$ cat config.mk
export PLATFORM = sky130hd
export DESIGN_NAME = growable_slot_allocator_top_flat
export DESIGN_NICKNAME = d
export VERILOG_FILES = /design/src/gsa_pkg.sv /design/src/gsa_chan_if.sv /design/src/growable_slot_allocator_top.sv /design/src/flat_wrapper.sv
export VERILOG_INCLUDE_DIRS = /design/src /design/src/src
export SDC_FILE = /design/constraint.sdc
export NUM_CORES = 1
export LEC_CHECK = 0
export ABC_AREA = 1
export ABC_CLOCK_PERIOD_IN_PS = 7000
export BUFFER_PORTS_ARGS = -buffer_cell sky130_fd_sc_hd__buf_2
export CORE_UTILIZATION = 50
export DETAILED_ROUTE_END_ITERATION = 10
export HOLD_SLACK_MARGIN = 0.03
export PLACE_DENSITY_LB_ADDON = 0.15
export SYNTH_ARGS = -nofsm -noshare
export SYNTH_HDL_FRONTEND = slang
export SYNTH_SLANG_ARGS = --single-unit
$ cat constraint.sdc
create_clock -name clk_i -period 7 [get_ports clk_i]
set_input_delay 0.35 -clock clk_i [delete_from_list [all_inputs] [get_ports clk_i]]
set_output_delay 0.35 -clock clk_i [all_outputs]
set_load 0.01 [all_outputs]
$ cat src/growable_slot_allocator_top_defines.svh
// Assertion macros for the slot allocator.
`ifndef GROWABLE_SLOT_ALLOCATOR_TOP_DEFINES_SVH
`define GROWABLE_SLOT_ALLOCATOR_TOP_DEFINES_SVH
`ifndef SYNTHESIS
`define GSA_ASSERT_IMP(lbl, ante, cons) \
  lbl: assert property (@(posedge clk_i) disable iff (!rst_ni) (ante) |-> (cons)) \
    else $error("slot allocator assertion failed");
`define GSA_ASSERT_NXT(lbl, ante, cons) \
  lbl: assert property (@(posedge clk_i) disable iff (!rst_ni) (ante) |=> (cons)) \
    else $error("slot allocator assertion failed");
`else
`define GSA_ASSERT_IMP(lbl, ante, cons)
`define GSA_ASSERT_NXT(lbl, ante, cons)
`endif
`endif

$ cat src/gsa_pkg.sv
// Types, constants and helpers for the slot allocator.
package gsa_pkg;

  localparam int unsigned MaxSlots     = 256;
  localparam int unsigned InitialSlots = 8;
  localparam int unsigned FieldSlots   = 256;
  localparam int unsigned EffMax  = (MaxSlots < FieldSlots) ? MaxSlots : FieldSlots;
  localparam int unsigned EffInit = (InitialSlots < EffMax) ? InitialSlots : EffMax;

  localparam int unsigned SlotW    = 8;
  localparam int unsigned CountW   = 9;
  localparam int unsigned WordW    = 16;
  localparam int unsigned NumWords = FieldSlots / WordW;
  localparam int unsigned BitIdxW  = $clog2(WordW);
  localparam int unsigned WordIdxW = $clog2(NumWords);

  typedef enum logic [1:0] {
    ST_OK         = 2'd0,
    ST_MAXED      = 2'd1,
    ST_BAD_INDEX  = 2'd2,
    ST_NOT_IN_USE = 2'd3
  } status_e;

  typedef enum logic {
    KIND_LEASE  = 1'b0,
    KIND_RETURN = 1'b1
  } kind_e;

  typedef enum logic {
    S_IDLE = 1'b0,
    S_EXEC = 1'b1
  } state_e;

  // Lowest zero bit of a 16-bit word: first the nibble, then the bit in it.
  function automatic logic [3:0] ffz16(input logic [15:0] w);
    logic [3:0] nib_zero;
    logic [1:0] ni;
    logic [1:0] bi;
    logic [3:0] nib;
    nib_zero = '0;
    ni = '0;
    bi = '0;
    for (int n = 0; n < 4; n++) begin
      nib_zero[n] = ~&w[n*4 +: 4];
    end
    for (int n = 3; n >= 0; n--) begin
      if (nib_zero[n]) begin
        ni = 2'(n);
      end
    end
    nib = w[{ni, 2'b00} +: 4];
    for (int b = 3; b >= 0; b--) begin
      if (!nib[b]) begin
        bi = 2'(b);
      end
    end
    return {ni, bi};
  endfunction

endpackage

$ cat src/gsa_chan_if.sv
// Request and response channel interfaces of the slot allocator.
interface gsa_req_if;
  logic       valid;
  logic       ready;
  logic       kind;
  logic [7:0] slot;

  modport source (output valid, output kind, output slot, input ready);
  modport sink   (input valid, input kind, input slot, output ready);
endinterface

interface gsa_rsp_if;
  logic       valid;
  logic       ready;
  logic [7:0] slot_id;
  logic [1:0] status;
  logic [8:0] pool_count;

  modport source (output valid, output slot_id, output status, output pool_count,
                  input ready);
  modport sink   (input valid, input slot_id, input status, input pool_count,
                  output ready);
endinterface

$ cat src/growable_slot_allocator_top.sv
// Top level of the growable first-fit slot allocator.
//
// req_i carries requests: kind 0 leases the lowest free slot, kind 1 returns
// the slot given in slot. rsp_o carries one result per request: slot_id,
// status (ok, maxed_out, bad_index, not_in_use) and the pool count after it.
// Both channels transfer on valid and ready high at a rising clock edge.
//
// The in-use map sits in a 16 x 16-bit memory with a registered read;
// a per-word full flag picks the word a lease reads. A request is accepted
// in the idle state, where the word read is issued; the exec state then finds
// the bit, writes the word back and loads the result register, holding while
// an earlier result still waits. A new request is taken only after the exec
// state ends, since the read-modify-write of the map word must finish first.
//
// Reset clears the per-word valid and full flags at once, so every slot reads
// free and the pool count is 8; no clearing pass is needed.
// If the receiver stalls, a new request is still taken while the last result
// waits; its update then holds until the result register frees up.
module growable_slot_allocator_top (
  input  logic           clk_i,
  input  logic           rst_ni,
  gsa_req_if.sink        req_i,
  gsa_rsp_if.source      rsp_o
);

  `include "growable_slot_allocator_top_defines.svh"

  localparam int unsigned SlotW    = gsa_pkg::SlotW;
  localparam int unsigned CountW   = gsa_pkg::CountW;
  localparam int unsigned WordW    = gsa_pkg::WordW;
  localparam int unsigned NumWords = gsa_pkg::NumWords;
  localparam int unsigned BitIdxW  = gsa_pkg::BitIdxW;
  localparam int unsigned WordIdxW = gsa_pkg::WordIdxW;

  gsa_pkg::state_e state_q, state_d;

  logic [CountW-1:0]   count_q, count_d;
  logic [NumWords-1:0] word_vld_q, word_vld_d;
  logic [NumWords-1:0] word_full_q, word_full_d;

  // request captured at transfer
  logic                kind_q;
  logic [SlotW-1:0]    slot_q;
  logic [WordIdxW-1:0] word_q;
  logic                any_free_q;

  // map memory
  logic [WordW-1:0]    mem_q [NumWords];
  logic [WordW-1:0]    rdata_q;
  logic                rd_vld_q;
  logic                mem_we;
  logic [WordW-1:0]    mem_wdata;

  // result register
  logic                out_vld_q, out_vld_d;
  logic [SlotW-1:0]    out_id_q, out_id_d;
  gsa_pkg::status_e    out_st_q, out_st_d;
  logic [CountW-1:0]   out_cnt_q, out_cnt_d;

  logic                req_xfer;
  logic                rsp_xfer;
  logic [WordIdxW-1:0] lease_word;
  logic [WordIdxW-1:0] rd_addr;
  logic                load;
  logic [WordW-1:0]    cur_word;
  logic [BitIdxW-1:0]  free_bit;
  logic [SlotW-1:0]    lease_idx;
  logic [WordW-1:0]    ret_mask;

  assign req_i.ready = (state_q == gsa_pkg::S_IDLE);
  assign req_xfer    = req_i.valid && req_i.ready;
  assign rsp_xfer    = out_vld_q && rsp_o.ready;

  assign lease_word = WordIdxW'(gsa_pkg::ffz16(word_full_q));
  assign rd_addr    = (req_i.kind == gsa_pkg::KIND_LEASE) ? lease_word
                                                          : req_i.slot[SlotW-1 -: WordIdxW];

  always_ff @(posedge clk_i) begin
    if (mem_we) begin
      mem_q[word_q] <= mem_wdata;
    end
    if (req_xfer) begin
      rdata_q    <= mem_q[rd_addr];
      kind_q     <= req_i.kind;
      slot_q     <= req_i.slot;
      word_q     <= rd_addr;
      any_free_q <= ~&word_full_q;
    end
  end

  always_ff @(posedge clk_i or negedge rst_ni) begin
    if (!rst_ni) begin
      rd_vld_q <= 1'b0;
    end else if (req_xfer) begin
      rd_vld_q <= word_vld_q[rd_addr];
    end
  end

  // a word never written reads as all free
  assign cur_word  = rd_vld_q ? rdata_q : '0;
  assign free_bit  = BitIdxW'(gsa_pkg::ffz16(cur_word));
  assign lease_idx = {word_q, free_bit};
  assign ret_mask  = WordW'(1) << slot_q[BitIdxW-1:0];

  assign load = (state_q == gsa_pkg::S_EXEC) && (!out_vld_q || rsp_o.ready);

  always_comb begin
    state_d     = state_q;
    count_d     = count_q;
    word_vld_d  = word_vld_q;
    word_full_d = word_full_q;
    out_vld_d   = out_vld_q && !rsp_xfer;
    out_id_d    = out_id_q;
    out_st_d    = out_st_q;
    out_cnt_d   = out_cnt_q;
    mem_we      = 1'b0;
    mem_wdata   = cur_word;

    case (state_q)
      gsa_pkg::S_IDLE: begin
        if (req_xfer) begin
          state_d = gsa_pkg::S_EXEC;
        end
      end
      gsa_pkg::S_EXEC: begin
        if (load) begin
          state_d   = gsa_pkg::S_IDLE;
          out_vld_d = 1'b1;
          out_id_d  = slot_q;
          out_st_d  = gsa_pkg::ST_OK;
          if (kind_q == gsa_pkg::KIND_LEASE) begin
            mem_wdata = cur_word | (WordW'(1) << free_bit);
            if (!any_free_q) begin
              out_st_d = gsa_pkg::ST_MAXED;
            end else if ({1'b0, lease_idx} < count_q) begin
              mem_we   = 1'b1;
              out_id_d = lease_idx;
            end else if (count_q < CountW'(gsa_pkg::EffMax)) begin
              // every slot below the count is leased: the lowest free is the new one
              mem_we   = 1'b1;
              out_id_d = lease_idx;
              count_d  = count_q + CountW'(1);
            end else begin
              out_st_d = gsa_pkg::ST_MAXED;
            end
          end else begin
            mem_wdata = cur_word & ~ret_mask;
            if ({1'b0, slot_q} >= count_q) begin
              out_st_d = gsa_pkg::ST_BAD_INDEX;
            end else if ((cur_word & ret_mask) == '0) begin
              out_st_d = gsa_pkg::ST_NOT_IN_USE;
            end else begin
              mem_we = 1'b1;
            end
          end
          if (mem_we) begin
            word_vld_d[word_q]  = 1'b1;
            word_full_d[word_q] = &mem_wdata;
          end
          out_cnt_d = count_d;
        end
      end
      default: begin
        state_d = gsa_pkg::S_IDLE;
      end
    endcase
  end

  always_ff @(posedge clk_i or negedge rst_ni) begin
    if (!rst_ni) begin
      state_q     <= gsa_pkg::S_IDLE;
      count_q     <= CountW'(gsa_pkg::EffInit);
      word_vld_q  <= '0;
      word_full_q <= '0;
      out_vld_q   <= 1'b0;
    end else begin
      state_q     <= state_d;
      count_q     <= count_d;
      word_vld_q  <= word_vld_d;
      word_full_q <= word_full_d;
      out_vld_q   <= out_vld_d;
    end
  end

  always_ff @(posedge clk_i) begin
    out_id_q  <= out_id_d;
    out_st_q  <= out_st_d;
    out_cnt_q <= out_cnt_d;
  end

  assign rsp_o.valid      = out_vld_q;
  assign rsp_o.slot_id    = out_id_q;
  assign rsp_o.status     = out_st_q;
  assign rsp_o.pool_count = out_cnt_q;

  `GSA_ASSERT_NXT(a_exec_after_xfer, req_xfer, state_q == gsa_pkg::S_EXEC)
  `GSA_ASSERT_IMP(a_count_step, count_q != $past(count_q), count_q == $past(count_q) + CountW'(1))
  `GSA_ASSERT_IMP(a_rsp_from_exec, $rose(out_vld_q), $past(state_q) == gsa_pkg::S_EXEC)
  `GSA_ASSERT_IMP(a_full_needs_vld, 1'b1, (word_full_q & ~word_vld_q) == '0)

endmodule

$ cat src/flat_wrapper.sv
// flat-port wrapper written by rule: the top's interface ports become plain ports
module growable_slot_allocator_top_flat 
  (clk_i, rst_ni, req_i_valid, req_i_kind, req_i_slot, req_i_ready, rsp_o_valid, rsp_o_slot_id, rsp_o_status, rsp_o_pool_count, rsp_o_ready);
  gsa_req_if req_i_i ();
  gsa_rsp_if rsp_o_i ();
  input  logic clk_i;
  input  logic rst_ni;
  input wire logic [$bits(req_i_i.valid)-1:0] req_i_valid;
  input wire logic [$bits(req_i_i.kind)-1:0] req_i_kind;
  input wire logic [$bits(req_i_i.slot)-1:0] req_i_slot;
  output wire logic [$bits(req_i_i.ready)-1:0] req_i_ready;
  output wire logic [$bits(rsp_o_i.valid)-1:0] rsp_o_valid;
  output wire logic [$bits(rsp_o_i.slot_id)-1:0] rsp_o_slot_id;
  output wire logic [$bits(rsp_o_i.status)-1:0] rsp_o_status;
  output wire logic [$bits(rsp_o_i.pool_count)-1:0] rsp_o_pool_count;
  input wire logic [$bits(rsp_o_i.ready)-1:0] rsp_o_ready;
  assign req_i_i.valid = req_i_valid;
  assign req_i_i.kind = req_i_kind;
  assign req_i_i.slot = req_i_slot;
  assign req_i_ready = req_i_i.ready;
  assign rsp_o_valid = rsp_o_i.valid;
  assign rsp_o_slot_id = rsp_o_i.slot_id;
  assign rsp_o_status = rsp_o_i.status;
  assign rsp_o_pool_count = rsp_o_i.pool_count;
  assign rsp_o_i.ready = rsp_o_ready;
  growable_slot_allocator_top u_core (.clk_i(clk_i), .rst_ni(rst_ni), .req_i(req_i_i), .rsp_o(rsp_o_i));
endmodule
After elaboration in Yosys (flattened, before gate mapping)
Memory sizes are Yosys's and may differ from the RTL's. A register that Yosys moved wholly into a read port is not among the register bits.
Cells that the tools add are included.

storage, ports and cells
  register bits = 77
  RAM bits = 256
  output and inout bits = 21
  memories kept = 1

memory list
  name          depth  width  read ports  clocked after Yosys merged registers in  write ports  RTL line                           source
  u_core.mem_q  16     16     1           1                                        1            growable_slot_allocator_top.sv:48  logic [WordW-1:0] mem_q [NumWords];

cells by class
  add/subtract/negate cells = 1
  order comparisons = 6
  shifts and indexed selects = 4
  muxes and demuxes = 59
  bitwise logic cells = 6
  reduce and logical (&&, ||, !) cells = 22

operators with widths
  operator                                                            count
  2-to-1 mux 16 bit                                                   6
  2-to-1 mux 2 bit                                                    21
  2-to-1 mux 9 bit                                                    4
  AND 16 bit                                                          2
  2-to-1 mux 8 bit                                                    4
  OR 16 bit                                                           2
  AND reduction 16 bit                                                2
  AND reduction 4 bit                                                 8
  indexed part select 16 x 5 -> 4 bit                                 2
  left shift 1 x 4 -> 16 bit (first input constant)                   2
  2-to-1 mux 1 bit                                                    19
  bitwise mux 16 bit                                                  1
  logical NOT 16 bit                                                  1
  inverter 16 bit                                                     1
  less-than comparator 4 x 5 -> 1 bit (second input constant)         2
  adder 9 x 1 -> 9 bit (second input constant)                        1
  greater-or-equal comparator 8 x 9 -> 1 bit                          1
  less-than comparator 8 x 9 -> 1 bit                                 1
  less-than comparator 9 bit (second input constant)                  1
  logical AND 1 bit                                                   5
  binary-select mux 1 bit (select 4 bit)                              1
  demux 1 bit (select 4 bit)                                          1
  greater-or-equal comparator 4 x 1 -> 1 bit (second input constant)  1
  2-to-1 mux 4 bit                                                    1
  other kinds (6)                                                     8

Logic depth before layout (Yosys ltp)
  depth in word-level cells = 21
  depth in mapped cells = 25
  gate-level depth less buffers = 24

Worst setup path after synthesis
No wires, ideal clock.

  kind = register to register
  start point = reg u_core.slot_q[0]
  end point = mem u_core.mem_q[15][0] (enable)
  setup time = 0.409 ns
  arrival = 3.151 ns
  path slack = 3.440 ns
  stages on the path, launching flop included = 16
  buffers on the path = 2
  clock period less this slack = 3.560 ns
  cells stage by stage = edfxtp_1 > clkbuf_1 > inv_1 > ha_1 > nand3_1 > o211ai_1 > nand3_1 > nand2_1 > nand3_1 > nand2_1 > a21oi_1 > nor2_1 > nand2_1 > nand4_1 > clkbuf_1 > nor3_1

between the ends
  longest elaborated chain between the ends = 12

RTL lines
  item                                        RTL line                            source
  start, declared                             growable_slot_allocator_top.sv:43   logic [SlotW-1:0] slot_q;
  start signal, assigned                      growable_slot_allocator_top.sv:85   slot_q <= req_i.slot;
  left shift 1 x 4 -> 16 bit                  growable_slot_allocator_top.sv:103  assign ret_mask = WordW'(1) << slot_q[BitIdxW-1:0];
  AND 16 bit                                  growable_slot_allocator_top.sv:150  end else if ((cur_word & ret_mask) == '0) begin
  logical NOT 16 bit                          growable_slot_allocator_top.sv:150
  2-to-1 mux 1 bit                            growable_slot_allocator_top.sv:150
  2-to-1 mux 1 bit (*)                        growable_slot_allocator_top.sv:148  if ({1'b0, slot_q} >= count_q) begin
  2-to-1 mux 1 bit (*)                        growable_slot_allocator_top.sv:131  if (kind_q == gsa_pkg::KIND_LEASE) begin
  2-to-1 mux 1 bit (*)                        growable_slot_allocator_top.sv:126  if (load) begin
  2-to-1 mux 1 bit (*)                        growable_slot_allocator_top.sv:119  case (state_q)
  2-to-1 mux 1 bit (*)                        growable_slot_allocator_top.sv:126
  2-to-1 mux 1 bit (*)                        growable_slot_allocator_top.sv:119
  2-to-1 mux 1 bit (*)                        growable_slot_allocator_top.sv:79   if (mem_we) begin
  2-to-1 mux 1 bit (not written as such) (*)  growable_slot_allocator_top.sv:80   mem_q[word_q] <= mem_wdata;
  end, declared                               growable_slot_allocator_top.sv:48

Every way passes the cells marked *; elsewhere a longest branch is shown, timed or not. The select of a mux whose other input is x is not followed.

Final worst setup path
  start point = reg u_core.rd_vld_q
  end point = reg u_core.out_cnt_q[6] (netlist: u_core.rsp_o.pool_count[6]) (data pin)

between the ends
  longest elaborated chain between the ends = 15

RTL lines
  item                                     RTL line                            source
  start, declared                          growable_slot_allocator_top.sv:50   logic rd_vld_q;
  start signal, assigned                   growable_slot_allocator_top.sv:95   rd_vld_q <= word_vld_q[rd_addr];
  2-to-1 mux 16 bit (*)                    growable_slot_allocator_top.sv:100  assign cur_word = rd_vld_q ? rdata_q : '0;
  AND reduction 4 bit                      gsa_pkg.sv:44                       nib_zero[n] = ~&w[n*4 +: 4];
  2-to-1 mux 2 bit (4 in a row)            gsa_pkg.sv:47                       if (nib_zero[n]) begin
  indexed part select 16 x 5 -> 4 bit      gsa_pkg.sv:51                       nib = w[{ni, 2'b00} +: 4];
  2-to-1 mux 2 bit (4 in a row)            gsa_pkg.sv:53                       if (!nib[b]) begin
  less-than comparator 8 x 9 -> 1 bit (*)  growable_slot_allocator_top.sv:135  end else if ({1'b0, lease_idx} < count_q) begin
  2-to-1 mux 9 bit (*)                     growable_slot_allocator_top.sv:135
  2-to-1 mux 9 bit (*)                     growable_slot_allocator_top.sv:133  if (!any_free_q) begin
  2-to-1 mux 9 bit (*)                     growable_slot_allocator_top.sv:131
  end signal, assigned                     growable_slot_allocator_top.sv:188  out_cnt_q <= out_cnt_d;
  end, declared                            growable_slot_allocator_top.sv:58   logic [CountW-1:0] out_cnt_q, out_cnt_d;

Every way passes the cells marked *; elsewhere a longest branch is shown, timed or not.
A chain may end at the register's enable or synchronous reset.

==> results.yml <==
outcome:
  status: "complete, but fails checks"
  violations: "DRC"
timing:
  maxSlewViolCount: 0
  worst_clock_skew_ps: 30.4
  layout_min_cycle_time_ps: 3980
  setup_violations: 0
  slew_headroom_pct: 16.7
  worst_slew_pin_slew_ps: 1250
  timing.fmax_ghz: 0.251
  grt_setup_unrepaired: "no"
  final_hold_viol_count: 0
  period_share_pct: 56.8
  hold_slack_ps: 16.5
  fin_tns_setup_ps: 0
global_route:
  track_usage_pct: 25.8
  grt_max_degree: 86
  gr-total-overflow: 0
  grt_pass1_wl_um: 63600
  grt_pass1_vias: 10700
  antenna_found_initial: 0
detailed_routing:
  top_layer_used: "met4"
  wl_per_cell_um: 21.2
  wl_um: 41100
  postRouteAntennaNets: 0
  wl_met3_um: 3010
  wl_met1_um: 18100
  vias: 11400
  dr_wl_met2_um: 19100
  dr.pass1.iters: 9
  viasPerCell: 5.86
  post-route-drc-count: 3
  dr.first_iter.drc_count: 1221
logic_synthesis:
  synthesis.nets: 1511
  ys_warn_count: 0
  yosysTopAreaCell: "edfxtp_1"
  synth_top_family_by_area: "simple AND/OR/NAND/NOR gates"
  synth_most_common_cell: "nand2_1"
  synth-simple-area-share_pct: 15.0
  synth_xor_area_share_pct: 0.166
  synthMuxAreaShare_pct: 0
  synth_area_leaders: "edfxtp_1, nand2_1, dfrtp_1, o211ai_1, nand3_1"
  synth_common_cells: "nand2_1, edfxtp_1, inv_1"
  avgSynthCellArea_sq_um: 10.7
  netlist_area_sq_um: 15800
  netlist_instances: 1482
  synthDistinctLibCells: 37
  synthAdderAreaFrac_pct: 1.27
  synth-seq-cells: 349
  synth_top_area_share_pct: 57.9
  synthArstFlopShare_pct: 12.6
  synth_edf_count: 305
  synthFlopType: "edfxtp_1"
  synth-compound-area-share_pct: 12.6
  yosysSeqAreaShare_pct: 64.9
placement:
  hpwl_um: 25600
  place.port_buffers: 33
  gp_congestion: 0.945
  placed_area_sq_um: 16500
worst_setup_path:
  path_cells: "nand2_2 > nor3_4 > nand2_1 > nand2_2 > nand2_1 > nand3_1 > nand2_1 > nor2_2 > nand2_2 > inv_2 > ha_1 > nand3_1 > a31oi_1 > nor2_1 > nand2_1 > nand2_1 > nor2_1 > nand3b_1 > and2_1"
  required_ps: 7280
  cp_slowest_cell: "dfrtp_1"
  critPathMaxStageDelay_ps: 730
  critPathLaunchType: "register"
  critical_path_class: "reg2reg"
  crit_family: "simple AND/OR/NAND/NOR gates"
  end_kind: "register"
  path_common_cell: "nand2_1"
  path_max_fanout: 18
  crit_buf_inv: 1
  worstPathArrival_ps: 4260
power_and_ir_drop:
  irDropWorstVdd_mv: 0.225
  p_per_area_nw_per_um2: 284
  p_leak_uw: 0.00653
  power_uw: 5020
cts:
  cts_buffers: 37
  root_buffer: "clkbuf_16"
  h-tree-depth: 2
  cts.clk_slew.worst_paths_ps: 70
  clock_sinks: 349
  cts_tree: "built"
  clock_latency_ps: 540
  clock_path_buffers: 3
cells_and_area:
  antenna_cells: 0
  area_delta_synth_final_pct: 11.8
  fin_util_pct: 57.4
  fin_area_sq_um: 17700
  layout-drive-gt1-share_pct: 10.3
  fin_nets: 1541
  fillers: 2525
floorplanning:
  fp.dieH_um: 180
  coreArea_sq_um: 30800
  fp.dieArea_sq_um: 32300
  start_util_pct: 51.3
  core.rowCount: 64
  die_x_um: 180
  io_pins: 34
min_path:
  hold_class: "in2async"
flow_run:
  drv_cap: 0
final cells by class:
cell class / count / area (sq um) / area share [%]
Timing Repair Buffer: 68 / 440 / 2.49
Clock inverter: 18 / 183 / 1.03
Sequential cell: 349 / 10300 / 58.0
Multi-Input combinational cell: 890 / 4690 / 26.5
Inverter: 166 / 623 / 3.52
Tap cell: 396 / 495 / 2.80
Clock buffer: 49 / 992 / 5.61
cell families after synthesis:
family | count (synthesis)
and+or+nand+nor | 543
buffers and inverters | 243
AOI/OAI and AO/OA | 328
xor gates and xnor gates | 3
DFF | 349
adders and majority gates | 16
power breakdown:
| part | internal (uW) | switching (uW) |
|---|---|---|
| Combinational | 163 | 464 |
| Sequential | 2440 | 46.8 |
| Clock | 1120 | 800 |
| Total | 3710 | 1310 |
cells in the final DEF, fill, tap and decap left out, drive strengths merged, types with 6 or more instances in the layout:
cell / synthesis / routed
a21oi: 77 / 77
nand3: 133 / 133
dfrtp: 43 / 43
clkbuf: 51 / 49
nand2: 324 / 324
o211ai: 129 / 129
buf: 26 / 63
inv: 159 / 160
nor2: 52 / 52
clkinv: 7 / 21
ha: 16 / 16
nor3: 8 / 8
o22ai: 6 / 6
o21ai: 105 / 105
edfxtp: 305 / 305
nand4: 16 / 16
layer usage:
layer,GRT usage [%],vias to the layer above
met4,7.52,0
met3,4.23,73
li1,-,5309
met5,0,-
met1,37.1,5505
met2,40.4,464
stage by stage:
step                worst slack (ps)  instances
floorplan                       3440       1482
global placement                3210       1864
detailed placement              3150       1864
CTS                             3110       1936
global route                    2620       1936
finish                          3020       1936
worst paths after layout:
check                                 startpoint                          to  slack, ps  cells past startpoint
max in group asynchronous                 rst_ni             u_core.rd_vld_q       6270                      1
hold reg to reg            u_core.word_vld_q[14]       u_core.word_vld_q[14]        450                      2
setup reg to reg                 u_core.rd_vld_q  u_core.rsp_o.pool_count[6]       3020                     19
setup / recovery                 u_core.rd_vld_q  u_core.rsp_o.pool_count[6]       3020                     19
hold / removal                            rst_ni       u_core.word_full_q[6]         20                      1
min in group clk_i                 req_i_slot[0]            u_core.slot_q[0]         60                      1
state kept, by name (all words and copies together), names as in the netlist:
name and cells:
u_core.any_free_q 1, u_core.rd_vld_q 1, u_core.word_q 4, u_core.count_q 9, u_core.rsp_o.valid 1, u_core.word_full_q 16
u_core.slot_q 8, u_core.rsp_o.pool_count 9, u_core.word_vld_q 16, u_core.kind_q 1, u_core.rsp_o.status 2, u_core.rdata_q 16
u_core.rsp_o.slot_id 8, u_core.mem_q 256, u_core.state_q 1
timing repair:
item / in CTS / in global routing
resized for setup: 0 / 0
hold buffers: 5 / 0
hold endpoints to repair: 5 / 0
setup buffers: 0 / 0
No activity file was read; power rests on OpenSTA's default activity.
